==> src/rtl/hpg_pkg.sv <==
`timescale 1ns / 1ps

package hpg_pkg;

    localparam int BASE_W        = 8;
    localparam int COORD_W       = 32;
    localparam int CFG_IDX_W     = 3;
    localparam int DIV_STEP_BITS = 4;   // quotient bits per divider cycle
    localparam int MUL_CHUNK_W   = 16;  // multiplicand slice per multiplier cycle

    typedef logic [BASE_W-1:0]           t_base;
    typedef logic signed [COORD_W-1:0]   t_coord;
    typedef logic [CFG_IDX_W-1:0]        t_cfg_idx;

    localparam t_base BASE_MIN = t_base'(2);

    // register indexes of the configuration port
    localparam t_cfg_idx CFG_BASE_X = t_cfg_idx'(0);
    localparam t_cfg_idx CFG_BASE_Y = t_cfg_idx'(1);
    localparam t_cfg_idx CFG_MIN_X  = t_cfg_idx'(2);
    localparam t_cfg_idx CFG_MIN_Y  = t_cfg_idx'(3);
    localparam t_cfg_idx CFG_MAX_X  = t_cfg_idx'(4);
    localparam t_cfg_idx CFG_MAX_Y  = t_cfg_idx'(5);

endpackage

==> src/rtl/hpg_div.sv <==
`timescale 1ns / 1ps

// Long division by an 8-bit divisor, DIV_STEP_BITS quotient bits per cycle.
// Dividend is left aligned; quotient collects in the low bits.
module hpg_div import hpg_pkg::*; #(
    parameter int DW = 40,
    parameter int CW = 4
) (
    input  logic          i_clk,
    input  logic          i_rst_n,
    input  logic          i_start,
    input  logic [CW-1:0] i_steps,
    input  logic [DW-1:0] i_dividend,
    input  t_base         i_divisor,
    output logic          o_done,
    output logic [DW-1:0] o_quot,
    output t_base         o_rem
);

    logic          r_busy;
    logic          r_done;
    logic [CW-1:0] r_left;
    logic [DW-1:0] r_dvd;
    logic [DW-1:0] r_quo;
    t_base         r_rem;
    t_base         r_div;

    logic [DIV_STEP_BITS-1:0] q_bits;
    t_base                    n_rem;

    always_comb begin
        logic [BASE_W:0] trial;
        logic            ge;
        n_rem  = r_rem;
        q_bits = '0;
        for (int i = 0; i < DIV_STEP_BITS; i++) begin
            trial = {n_rem, r_dvd[DW-1-i]};
            ge    = (trial >= {1'b0, r_div});
            q_bits[DIV_STEP_BITS-1-i] = ge;
            n_rem = ge ? BASE_W'(trial - {1'b0, r_div}) : trial[BASE_W-1:0];
        end
    end

    always_ff @(posedge i_clk) begin
        if (!i_rst_n) begin
            r_busy <= 1'b0;
            r_done <= 1'b0;
            r_left <= '0;
        end else begin
            r_done <= 1'b0;
            if (i_start) begin
                r_busy <= 1'b1;
                r_left <= i_steps;
            end else if (r_busy) begin
                r_left <= r_left - CW'(1);
                if (r_left == CW'(1)) begin
                    r_busy <= 1'b0;
                    r_done <= 1'b1;
                end
            end
        end
    end

    always_ff @(posedge i_clk) begin
        if (i_start) begin
            r_dvd <= i_dividend;
            r_quo <= '0;
            r_rem <= '0;
            r_div <= i_divisor;
        end else if (r_busy) begin
            r_dvd <= r_dvd << DIV_STEP_BITS;
            r_quo <= {r_quo[DW-DIV_STEP_BITS-1:0], q_bits};
            r_rem <= n_rem;
        end
    end

    assign o_done = r_done;
    assign o_quot = r_quo;
    assign o_rem  = r_rem;

endmodule

==> src/rtl/hpg_mul.sv <==
`timescale 1ns / 1ps

// offset = floor(frac * span / 2^FRAC_BITS), one 16 x 32 partial product per
// cycle, most significant slice first, product registered before the add.
module hpg_mul import hpg_pkg::*; #(
    parameter int FRAC_BITS = 32
) (
    input  logic                 i_clk,
    input  logic                 i_rst_n,
    input  logic                 i_start,
    input  logic [FRAC_BITS-1:0] i_frac,
    input  logic [COORD_W-1:0]   i_span,
    output logic                 o_done,
    output logic [COORD_W-1:0]   o_offset
);

    localparam int NCH = (FRAC_BITS + MUL_CHUNK_W - 1) / MUL_CHUNK_W;
    localparam int UW  = NCH * MUL_CHUNK_W;
    localparam int AW  = UW + COORD_W;
    localparam int PW  = MUL_CHUNK_W + COORD_W;
    localparam int KW  = $clog2(NCH + 1);

    logic               r_busy;
    logic [KW-1:0]      r_iss;
    logic               r_pv;
    logic [UW-1:0]      r_u;
    logic [COORD_W-1:0] r_span;
    logic [PW-1:0]      r_prod;
    logic [AW-1:0]      r_acc;

    logic [MUL_CHUNK_W-1:0] chunk;
    logic [PW-1:0]          prod;

    assign chunk = r_u[UW-1 -: MUL_CHUNK_W];
    assign prod  = PW'(chunk) * PW'(r_span);
    assign o_done = r_busy && (r_iss == '0) && !r_pv;
    assign o_offset = r_acc[FRAC_BITS +: COORD_W];

    always_ff @(posedge i_clk) begin
        if (!i_rst_n) begin
            r_busy <= 1'b0;
            r_iss  <= '0;
            r_pv   <= 1'b0;
        end else if (i_start) begin
            r_busy <= 1'b1;
            r_iss  <= KW'(NCH);
            r_pv   <= 1'b0;
        end else if (r_busy) begin
            r_pv <= (r_iss != '0);
            if (r_iss != '0) begin
                r_iss <= r_iss - KW'(1);
            end
            if (o_done) begin
                r_busy <= 1'b0;
            end
        end
    end

    always_ff @(posedge i_clk) begin
        if (i_start) begin
            r_u    <= UW'(i_frac);
            r_span <= i_span;
            r_acc  <= '0;
        end else begin
            if (r_iss != '0) begin
                r_prod <= prod;
                r_u    <= r_u << MUL_CHUNK_W;
            end
            if (r_pv) begin
                r_acc <= (r_acc << MUL_CHUNK_W) + AW'(r_prod);
            end
        end
    end

endmodule

==> src/rtl/halton_point_generator_core.sv <==
`timescale 1ns / 1ps

// Channel   Direction  Handshake                  Payload
// in        sink       i_in_valid / o_in_stall     i_point_index
// out       source     o_out_valid / i_out_stall   o_point_x, o_point_y
// cfg       sink       i_cfg_valid / o_cfg_ready   i_cfg_index, i_cfg_data
//
// Per item and per axis: one divider run per digit of the index in that axis's base
// (no digits for index zero), one fraction step per digit, then the multiplier,
// or nothing for an empty box. The shared 4-bit-per-cycle divider does both the
// digit and the fraction steps.
// Reset (synchronous, active low) restores the configuration defaults and
// idles the sequencer. o_in_stall is high while an item is in work; one finished
// point waits in the output register while the next item is taken.
module halton_point_generator_core import hpg_pkg::*; #(
    parameter int INDEX_BITS = 20,
    parameter int FRAC_BITS  = 32
) (
    input  logic                  i_clk,
    input  logic                  i_rst_n,
    // item input
    input  logic                  i_in_valid,
    output logic                  o_in_stall,
    input  logic [INDEX_BITS-1:0] i_point_index,
    // result output
    output logic                  o_out_valid,
    input  logic                  i_out_stall,
    output t_coord                o_point_x,
    output t_coord                o_point_y,
    // configuration writes
    input  logic                  i_cfg_valid,
    output logic                  o_cfg_ready,
    input  t_cfg_idx              i_cfg_index,
    input  logic [COORD_W-1:0]    i_cfg_data
);

    // Divider layout: index digits and fraction steps share one long divider.
    localparam int IDX_PAD   = ((INDEX_BITS + DIV_STEP_BITS - 1) / DIV_STEP_BITS)
                               * DIV_STEP_BITS;
    localparam int FR_W      = BASE_W + FRAC_BITS;
    localparam int FR_PAD    = ((FR_W + DIV_STEP_BITS - 1) / DIV_STEP_BITS) * DIV_STEP_BITS;
    localparam int DIV_W     = (IDX_PAD > FR_PAD) ? IDX_PAD : FR_PAD;
    localparam int IDX_STEPS = IDX_PAD / DIV_STEP_BITS;
    localparam int FR_STEPS  = FR_PAD / DIV_STEP_BITS;
    localparam int DIV_CW    = $clog2(DIV_W / DIV_STEP_BITS + 1);
    localparam int CNT_W     = $clog2(INDEX_BITS + 1);
    localparam int DIG_AW    = $clog2(INDEX_BITS);

    // sequencer states
    localparam logic [3:0] S_IDLE     = 4'd0;
    localparam logic [3:0] S_SETUP    = 4'd1;
    localparam logic [3:0] S_DIG_GO   = 4'd2;
    localparam logic [3:0] S_DIG_WAIT = 4'd3;
    localparam logic [3:0] S_FR_GO    = 4'd4;
    localparam logic [3:0] S_FR_WAIT  = 4'd5;
    localparam logic [3:0] S_SCALE    = 4'd6;
    localparam logic [3:0] S_MUL_WAIT = 4'd7;
    localparam logic [3:0] S_OUT      = 4'd8;

    // configuration
    t_base  r_base_x, r_base_y;
    t_coord r_min_x, r_min_y, r_max_x, r_max_y;

    // control
    logic [3:0]       r_state, n_state;
    logic             r_axis;
    logic [CNT_W-1:0] r_cnt;
    logic             r_ov;

    // work registers
    logic [INDEX_BITS-1:0] r_index;
    logic [INDEX_BITS-1:0] r_num;
    logic [FRAC_BITS-1:0]  r_t;
    t_base                 r_base;
    t_base                 r_dig [INDEX_BITS];
    t_coord                r_px, r_py;
    t_coord                r_ox, r_oy;

    logic in_acc, out_acc, cfg_acc;
    logic div_start, div_done, mul_start, mul_done;
    logic [DIV_CW-1:0]  div_steps;
    logic [DIV_W-1:0]   div_dividend, div_quot;
    t_base              div_rem;
    logic [COORD_W-1:0] mul_off;

    t_base              cur_base_raw, eff_base;
    t_coord             cur_min, cur_max;
    logic               box_empty;
    logic [COORD_W-1:0] span;
    logic [CNT_W-1:0]   cnt_dec;
    logic [DIG_AW-1:0]  rd_idx;
    t_base              rd_digit;
    logic               coord_we;
    t_coord             coord_val;
    logic               last_quot_zero;

    assign in_acc  = i_in_valid && !o_in_stall;
    assign out_acc = o_out_valid && !i_out_stall;
    assign cfg_acc = i_cfg_valid && o_cfg_ready;

    assign o_in_stall  = (r_state != S_IDLE);
    assign o_cfg_ready = 1'b1;
    assign o_out_valid = r_ov;
    assign o_point_x   = r_ox;
    assign o_point_y   = r_oy;

    // per-axis operands
    assign cur_base_raw = r_axis ? r_base_y : r_base_x;
    assign eff_base     = (cur_base_raw < BASE_MIN) ? BASE_MIN : cur_base_raw;
    assign cur_min      = r_axis ? r_min_y : r_min_x;
    assign cur_max      = r_axis ? r_max_y : r_max_x;
    assign box_empty    = (cur_max <= cur_min);
    assign span         = COORD_W'(cur_max - cur_min);   // below 2^32 when not empty

    // digits are replayed most significant first
    assign cnt_dec  = r_cnt - CNT_W'(1);
    assign rd_idx   = cnt_dec[DIG_AW-1:0];
    assign rd_digit = r_dig[rd_idx];

    assign last_quot_zero = (div_quot[INDEX_BITS-1:0] == '0);

    // divider command: digit extraction n / b, or fraction step (d*2^F + t) / b
    always_comb begin
        div_start    = 1'b0;
        div_steps    = DIV_CW'(IDX_STEPS);
        div_dividend = DIV_W'(r_num) << (DIV_W - IDX_PAD);
        if (r_state == S_DIG_GO) begin
            div_start = 1'b1;
        end else if (r_state == S_FR_GO) begin
            div_start    = 1'b1;
            div_steps    = DIV_CW'(FR_STEPS);
            div_dividend = DIV_W'({rd_digit, r_t}) << (DIV_W - FR_PAD);
        end
    end

    assign mul_start = (r_state == S_SCALE) && !box_empty;
    assign coord_we  = ((r_state == S_SCALE) && box_empty) ||
                       ((r_state == S_MUL_WAIT) && mul_done);
    assign coord_val = (r_state == S_SCALE) ? cur_min : t_coord'(cur_min + mul_off);

    always_comb begin
        n_state = r_state;
        unique case (r_state)
            S_IDLE: begin
                if (in_acc) n_state = S_SETUP;
            end
            S_SETUP: begin
                n_state = (r_index == '0) ? S_SCALE : S_DIG_GO;
            end
            S_DIG_GO: begin
                n_state = S_DIG_WAIT;
            end
            S_DIG_WAIT: begin
                if (div_done) n_state = last_quot_zero ? S_FR_GO : S_DIG_GO;
            end
            S_FR_GO: begin
                n_state = S_FR_WAIT;
            end
            S_FR_WAIT: begin
                if (div_done) n_state = (r_cnt == '0) ? S_SCALE : S_FR_GO;
            end
            S_SCALE: begin
                // empty box finishes here, otherwise the multiplier runs
                if (box_empty) n_state = r_axis ? S_OUT : S_SETUP;
                else           n_state = S_MUL_WAIT;
            end
            S_MUL_WAIT: begin
                if (mul_done) n_state = r_axis ? S_OUT : S_SETUP;
            end
            S_OUT: begin
                if (!r_ov || !i_out_stall) n_state = S_IDLE;
            end
            default: begin
                n_state = S_IDLE;
            end
        endcase
    end

    // control registers and configuration
    always_ff @(posedge i_clk) begin
        if (!i_rst_n) begin
            r_state  <= S_IDLE;
            r_axis   <= 1'b0;
            r_cnt    <= '0;
            r_ov     <= 1'b0;
            r_base_x <= t_base'(2);
            r_base_y <= t_base'(3);
            r_min_x  <= t_coord'(0);
            r_min_y  <= t_coord'(0);
            r_max_x  <= t_coord'(65536);
            r_max_y  <= t_coord'(65536);
        end else begin
            r_state <= n_state;
            if (in_acc) begin
                r_axis <= 1'b0;
            end else if (coord_we) begin
                r_axis <= 1'b1;
            end
            if (r_state == S_SETUP) begin
                r_cnt <= '0;
            end else if ((r_state == S_DIG_WAIT) && div_done) begin
                r_cnt <= r_cnt + CNT_W'(1);
            end else if (r_state == S_FR_GO) begin
                r_cnt <= cnt_dec;
            end
            if ((r_state == S_OUT) && (n_state == S_IDLE)) begin
                r_ov <= 1'b1;
            end else if (out_acc) begin
                r_ov <= 1'b0;
            end
            if (cfg_acc) begin
                unique case (i_cfg_index)
                    CFG_BASE_X: r_base_x <= i_cfg_data[BASE_W-1:0];
                    CFG_BASE_Y: r_base_y <= i_cfg_data[BASE_W-1:0];
                    CFG_MIN_X:  r_min_x  <= t_coord'(i_cfg_data);
                    CFG_MIN_Y:  r_min_y  <= t_coord'(i_cfg_data);
                    CFG_MAX_X:  r_max_x  <= t_coord'(i_cfg_data);
                    CFG_MAX_Y:  r_max_y  <= t_coord'(i_cfg_data);
                    default: ;
                endcase
            end
        end
    end

    // work registers
    always_ff @(posedge i_clk) begin
        if (in_acc) begin
            r_index <= i_point_index;
        end
        if (r_state == S_SETUP) begin
            r_base <= eff_base;
            r_num  <= r_index;
            r_t    <= '0;
        end
        if ((r_state == S_DIG_WAIT) && div_done) begin
            r_dig[r_cnt[DIG_AW-1:0]] <= div_rem;
            r_num <= div_quot[INDEX_BITS-1:0];
        end
        if ((r_state == S_FR_WAIT) && div_done) begin
            r_t <= div_quot[FRAC_BITS-1:0];
        end
        if (coord_we) begin
            if (r_axis) r_py <= coord_val;
            else        r_px <= coord_val;
        end
        if ((r_state == S_OUT) && (n_state == S_IDLE)) begin
            r_ox <= r_px;
            r_oy <= r_py;
        end
    end

    hpg_div #(
        .DW (DIV_W),
        .CW (DIV_CW)
    ) u_div (
        .i_clk      (i_clk),
        .i_rst_n    (i_rst_n),
        .i_start    (div_start),
        .i_steps    (div_steps),
        .i_dividend (div_dividend),
        .i_divisor  (r_base),
        .o_done     (div_done),
        .o_quot     (div_quot),
        .o_rem      (div_rem)
    );

    hpg_mul #(
        .FRAC_BITS (FRAC_BITS)
    ) u_mul (
        .i_clk    (i_clk),
        .i_rst_n  (i_rst_n),
        .i_start  (mul_start),
        .i_frac   (r_t),
        .i_span   (span),
        .o_done   (mul_done),
        .o_offset (mul_off)
    );

    // a pending point is never overwritten while the sink stalls
    a_out_hold: assert property (@(posedge i_clk) disable iff (!i_rst_n)
        (r_state == S_OUT && r_ov && i_out_stall) |=> (r_state == S_OUT))
        else $error("output register overwritten while stalled");

    // digit store never overflows
    a_cnt_range: assert property (@(posedge i_clk) disable iff (!i_rst_n)
        r_cnt <= CNT_W'(INDEX_BITS))
        else $error("digit count beyond index width");

    // divider completes only while the sequencer waits for it
    a_div_wait: assert property (@(posedge i_clk) disable iff (!i_rst_n)
        div_done |-> (r_state == S_DIG_WAIT || r_state == S_FR_WAIT))
        else $error("divider result with no waiting step");

    // an accepted item always starts with axis x
    a_accept: assert property (@(posedge i_clk) disable iff (!i_rst_n)
        in_acc |=> (r_state == S_SETUP && !r_axis))
        else $error("accepted item did not enter setup");

endmodule

==> config.mk <==
export PLATFORM = sky130hd
export DESIGN_NAME = halton_point_generator_core
export DESIGN_NICKNAME = d
export VERILOG_FILES = /design/src/rtl/hpg_pkg.sv /design/src/rtl/hpg_div.sv /design/src/rtl/hpg_mul.sv /design/src/rtl/halton_point_generator_core.sv
export SDC_FILE = /design/constraint.sdc
export NUM_CORES = 2
export LEC_CHECK = 0
export ABC_AREA = 1
export BUFFER_PORTS_ARGS = -buffer_cell sky130_fd_sc_hd__buf_2
export CAP_MARGIN = 20
export CORE_AREA = 2 2 347 349
export DETAILED_ROUTE_END_ITERATION = 6
export DIE_AREA = 0 0 349 351
export SYNTH_ARGS = -nofsm -noshare
export SYNTH_HDL_FRONTEND = slang
export SYNTH_SLANG_ARGS = --single-unit
==> constraint.sdc <==
create_clock -name i_clk -period 8.6 [get_ports i_clk]
set_clock_uncertainty 0.1 [all_clocks]
set_input_delay 0.86 -clock i_clk [delete_from_list [all_inputs] [get_ports i_clk]]
set_output_delay 0.86 -clock i_clk [all_outputs]
set_load 0.1 [all_outputs]
==> results.txt <==
The register-to-register setup slack is roughly 900 ps. The design draws about 0.013 W. The number of gates resized after CTS came out at 0. The mean cell area of the mapped netlist came out at ~8.8 sq um. The delay of the slowest cell on the worst path is around 510 ps. The multi-input combinational cell area is 27200 sq um.

The number of buffers inserted by port buffering came out at around 130. The initial core utilization came out at between 40% and 50%. After floorplanning, the core was sized to cover approximately 120000 sq um. The die area is 122000 sq um. Buffers added to address setup during post-CTS repair amount to 0. The post-synth net total came out at between 6000 and 7000. The first global-routing pass estimated roughly 240 mm of wire. The number of H-tree levels is 3.

By instance count, the cell type seen most on the critical path is sky130_fd_sc_hd__nand2_1. The number of max-slew violations in the final report is 0. The via count of the first global-routing pass came out at ~40000.

TritonCTS built the clock tree. At the later pin of the worst-skew pair, clock insertion delay measures ~700 ps. The average routed wire per standard cell came out at between 15 and 20 microns. The slowest cell on the critical path is sky130_fd_sc_hd__o21ai_0. The die is 349 microns wide. The filler cells instantiated in the layout total 11400. The arrival time reported for the critical path endpoint came out at 8200 ps. The remaining max-slew budget at the tightest pin came out at between 20% and 30%. The count of unique library cells instantiated by Yosys came out at 60. In this run the worst hold path is classified as input port to flop. The power density over the cells came out at 215 nW/um^2. The vertical extent of the die came out at ~350 microns. The number of vias per cell came out at 5.30. The number of ports placed on the die boundary came out at 127. Summing all flip-flop and latch instances after layout gives around 21000 sq um. The number of setup violations in the final report came out at 0. Data on the critical path is required at its endpoint by between 9000 and 10000 ps.

The post-synthesis sequential element count came out at between 700 and 800. After global routing the overflow that remains totals 0. The worst reg2reg path depth is between 40 and 50. Based on the critical path, the design can be clocked at up to ~130 MHz. The worst setup path endpoint is u_div.o_rem[2].

The tool flagged a number of max-cap violations equal to 0. The worst setup path is launched from a flop. The pin slew with the least headroom to its limit came out at approximately 1200 ps. In the routed design, unresolved DRC markers number 1. In this run the deepest clock path goes through 3 buffers.

The worst vdd rail ir drop is 279 uV. The number of iterations in the first detailed-routing pass is 7. In this run the core area contains 127 standard-cell rows. The routed length on met3 is roughly 7.9 mm. The leading register cell type out of synthesis is sky130_fd_sc_hd__edfxtp_1. The total wirelength of the detailed-routed design came out at ~150 mm. The setup path with the least slack is of type flop to flop. The post-synthesis instance area is 53000 sq um. The number of antenna violations at the first check in global routing is 4. The largest driver fanout on the critical path is 17. The via count of the routed design came out at between 40000 and 50000. The count of cell instances traversed by the critical path is 44. The top cell types in the final layout, fill and taps aside, are sky130_fd_sc_hd__nand2_1 (1323), sky130_fd_sc_hd__inv_1 (918), sky130_fd_sc_hd__nor2_1 (590), sky130_fd_sc_hd__edfxtp_1 (528), sky130_fd_sc_hd__o21ai_0 (469). The number of clock buffers inserted by TritonCTS is between 80 and 90. The number of antenna cells inserted came out at 0. The worst register-to-register path begins at u_div.r_div[1].

The met2 wire length is 70.5 mm. The element type at the critical path end is a flop. In the final timing run, aggregate negative setup slack is 0 ps.

The fraction of registers with async set or reset after synthesis is 0%. Counting flops with a built-in enable in the synthesized netlist gives approximately 530. At the end of the flow, the number of nets in the layout was approximately 6800. The final core utilization came out at between 40% and 50%.

Sequential elements use roughly two fifths of the synthesized area. The cell family contributing the most delay on the critical path is simple AND/OR/NAND/NOR gates. The pin count of the biggest net entering global routing is between 100 and 150. The leakage power is 26.0 nW. The routed length on met1 came out at a little under 70 mm. After legalization and detailed placement, the total HPWL measured 114 mm. The origin of the worst setup path is u_div.r_div[1]. After detailed routing, no signal wire sits above met4. The area growth from synthesis to layout is 9.65%. The total number of clock tree sinks is roughly 800. The remaining antenna violation count came out at 0. The library cell used most frequently in the layout, excluding fill and tap cells, is sky130_fd_sc_hd__nand2_1.

The post-route fraction of the period consumed by the critical path came out at 89.5%. The endpoint identified for the worst register-to-register timing path is u_div.o_rem[2]. The final critical delay including setup and external delays came out at ~7700 ps.

The number of DRC violations after detailed-routing iteration 0 is between 3000 and 4000. The clock transition at the register clock pins on the worst setup and hold paths after CTS came out at 60 ps. The synthesized instance count is approximately 6000. The hold buffer count at cts came out at 0. The number of buffer and inverter instances along the worst setup path came out at 8.

The share of layout cells above drive strength 1 came out at under 10%. The final reports fail on design-rule violations. The final count of hold timing violations was 0.

Setup repair after global routing left no endpoint under its margin. The placer's final routability congestion estimate is a little over 0.9. The number of warnings printed during yosys synthesis came out at 0. Global routing used approximately a quarter of the available tracks. The flow ran to the end, but the final reports show violations. The root buffer selected by CTS is sky130_fd_sc_hd__clkbuf_16.
cell families (layout without fill, tap and decap cells):
kind of cell	count (synthesis)	in the layout	share of synthesized area, %
AO/OA/AOI/OAI	1028	1028	10.6
XOR/XNOR	133	133	2.20
adder cells (fa/ha/maj)	679	679	22.1
buffers and inverters	1191	1293	8.60
flip-flops	797	797	40.1
multiplexers	1	1	0.0189
other	1	1	0.00708
AND/OR/NAND/NOR	2191	2191	16.5
report_power, final:
| group | switching [W] | internal (W) | total, W |
|---|---|---|---|
| logic | 0.00275 | 0.00132 | 0.00407 |
| registers | 0.000170 | 0.00445 | 0.00462 |
| clock network | 0.00165 | 0.00217 | 0.00382 |
| total | 0.00457 | 0.00794 | 0.0125 |
sequential cells by signal, indices dropped and copies added (netlist names), 32 cells and up:
name and flops:
u_mul.r_span 32, r_min_y 32, r_t 32, r_dig 160, u_mul.r_prod 48, r_max_y 32
o_point_y 32, r_py 32, r_max_x 32, u_mul.r_acc 64, u_mul.r_u 32, u_div.o_quot 32
o_point_x 32, r_min_x 32, r_px 32, u_div.r_dvd 40
through the flow:
step           hold slack [ps]  setup WS (ps)  cells  cell area, sq um
5_1_grt                    193           89.2   7671             58100
3_5_place_dp               305            870   7506             55100
3_3_place_gp               301            900   7506             55100
4_1_cts                    170            877   7668             58000
2_1_floorplan              300           2190   6021             53000
6_report                   228            899   7671             58100
synth_stat cells, types with 3 or more instances:
master                        n  area, sq um
sky130_fd_sc_hd__or2_2       19          119
sky130_fd_sc_hd__dfxtp_1    269         5390
sky130_fd_sc_hd__nor2_2       3         18.8
sky130_fd_sc_hd__nand2_2      4         25.0
sky130_fd_sc_hd__a21boi_0     6         45.0
sky130_fd_sc_hd__xor2_1      85          744
sky130_fd_sc_hd__buf_4        3         22.5
sky130_fd_sc_hd__xnor2_1     48          420
sky130_fd_sc_hd__buf_6        7         78.8
sky130_fd_sc_hd__nor4_1      12         75.1
sky130_fd_sc_hd__buf_1        4         15.0
sky130_fd_sc_hd__clkbuf_1   232          871
sky130_fd_sc_hd__o21ai_1     30          150
sky130_fd_sc_hd__buf_2       14         70.1
sky130_fd_sc_hd__o311ai_0     3         26.3
sky130_fd_sc_hd__inv_1      920         3450
sky130_fd_sc_hd__a31oi_1     30          188
sky130_fd_sc_hd__fa_1       425         8510
sky130_fd_sc_hd__nand3_1    146          731
sky130_fd_sc_hd__a21o_1      15          113
sky130_fd_sc_hd__o221ai_1    21          184
sky130_fd_sc_hd__nand3_2      5         50.1
sky130_fd_sc_hd__ha_1       254         3180
sky130_fd_sc_hd__nand2_1   1324         4970
sky130_fd_sc_hd__o211ai_1    25          188
sky130_fd_sc_hd__o21ai_0    469         2350
sky130_fd_sc_hd__a21oi_1    324         1620
sky130_fd_sc_hd__a211oi_1     4         30.0
sky130_fd_sc_hd__o21bai_1    12         90.1
sky130_fd_sc_hd__nor3_1      35          175
sky130_fd_sc_hd__o21a_1       9         67.6
sky130_fd_sc_hd__nand3b_1     8         60.1
sky130_fd_sc_hd__o22ai_1     63          394
sky130_fd_sc_hd__edfxtp_1   528        15900
sky130_fd_sc_hd__inv_2        8         30.0
sky130_fd_sc_hd__nor2_1     597         2240
sky130_fd_sc_hd__nand4_1     29          181
layer usage:
metal / vias up / track usage, %
met1: 20000 / 35.3
met4: 0 / 7.38
li1: 19400 / -
met3: 186 / 3.06
met2: 1043 / 40.3
met5: - / 0
final cells by class:
type | instances | area share, %
Multi-Input combinational cell | 4033 | 46.9
Sequential cell | 797 | 36.6
Inverter | 931 | 6.02
Clock buffer | 122 | 4.27
Tap cell | 1548 | 3.33
Timing Repair Buffer | 200 | 2.12
Clock inverter | 40 | 0.775
worst min path at each step:
stage	from	to	slack, ps	depth (start not counted)
detailed placement	r_py[12]	o_point_y[12]	300	0
floorplan	r_px[0]	o_point_x[0]	300	0
global placement	r_py[12]	o_point_y[12]	300	0
finish	i_point_index[1]	r_index[1]	230	1
global route	i_point_index[9]	r_index[9]	190	1
CTS	i_point_index[2]	r_index[2]	170	1
(Power assumes the default switching activity.)
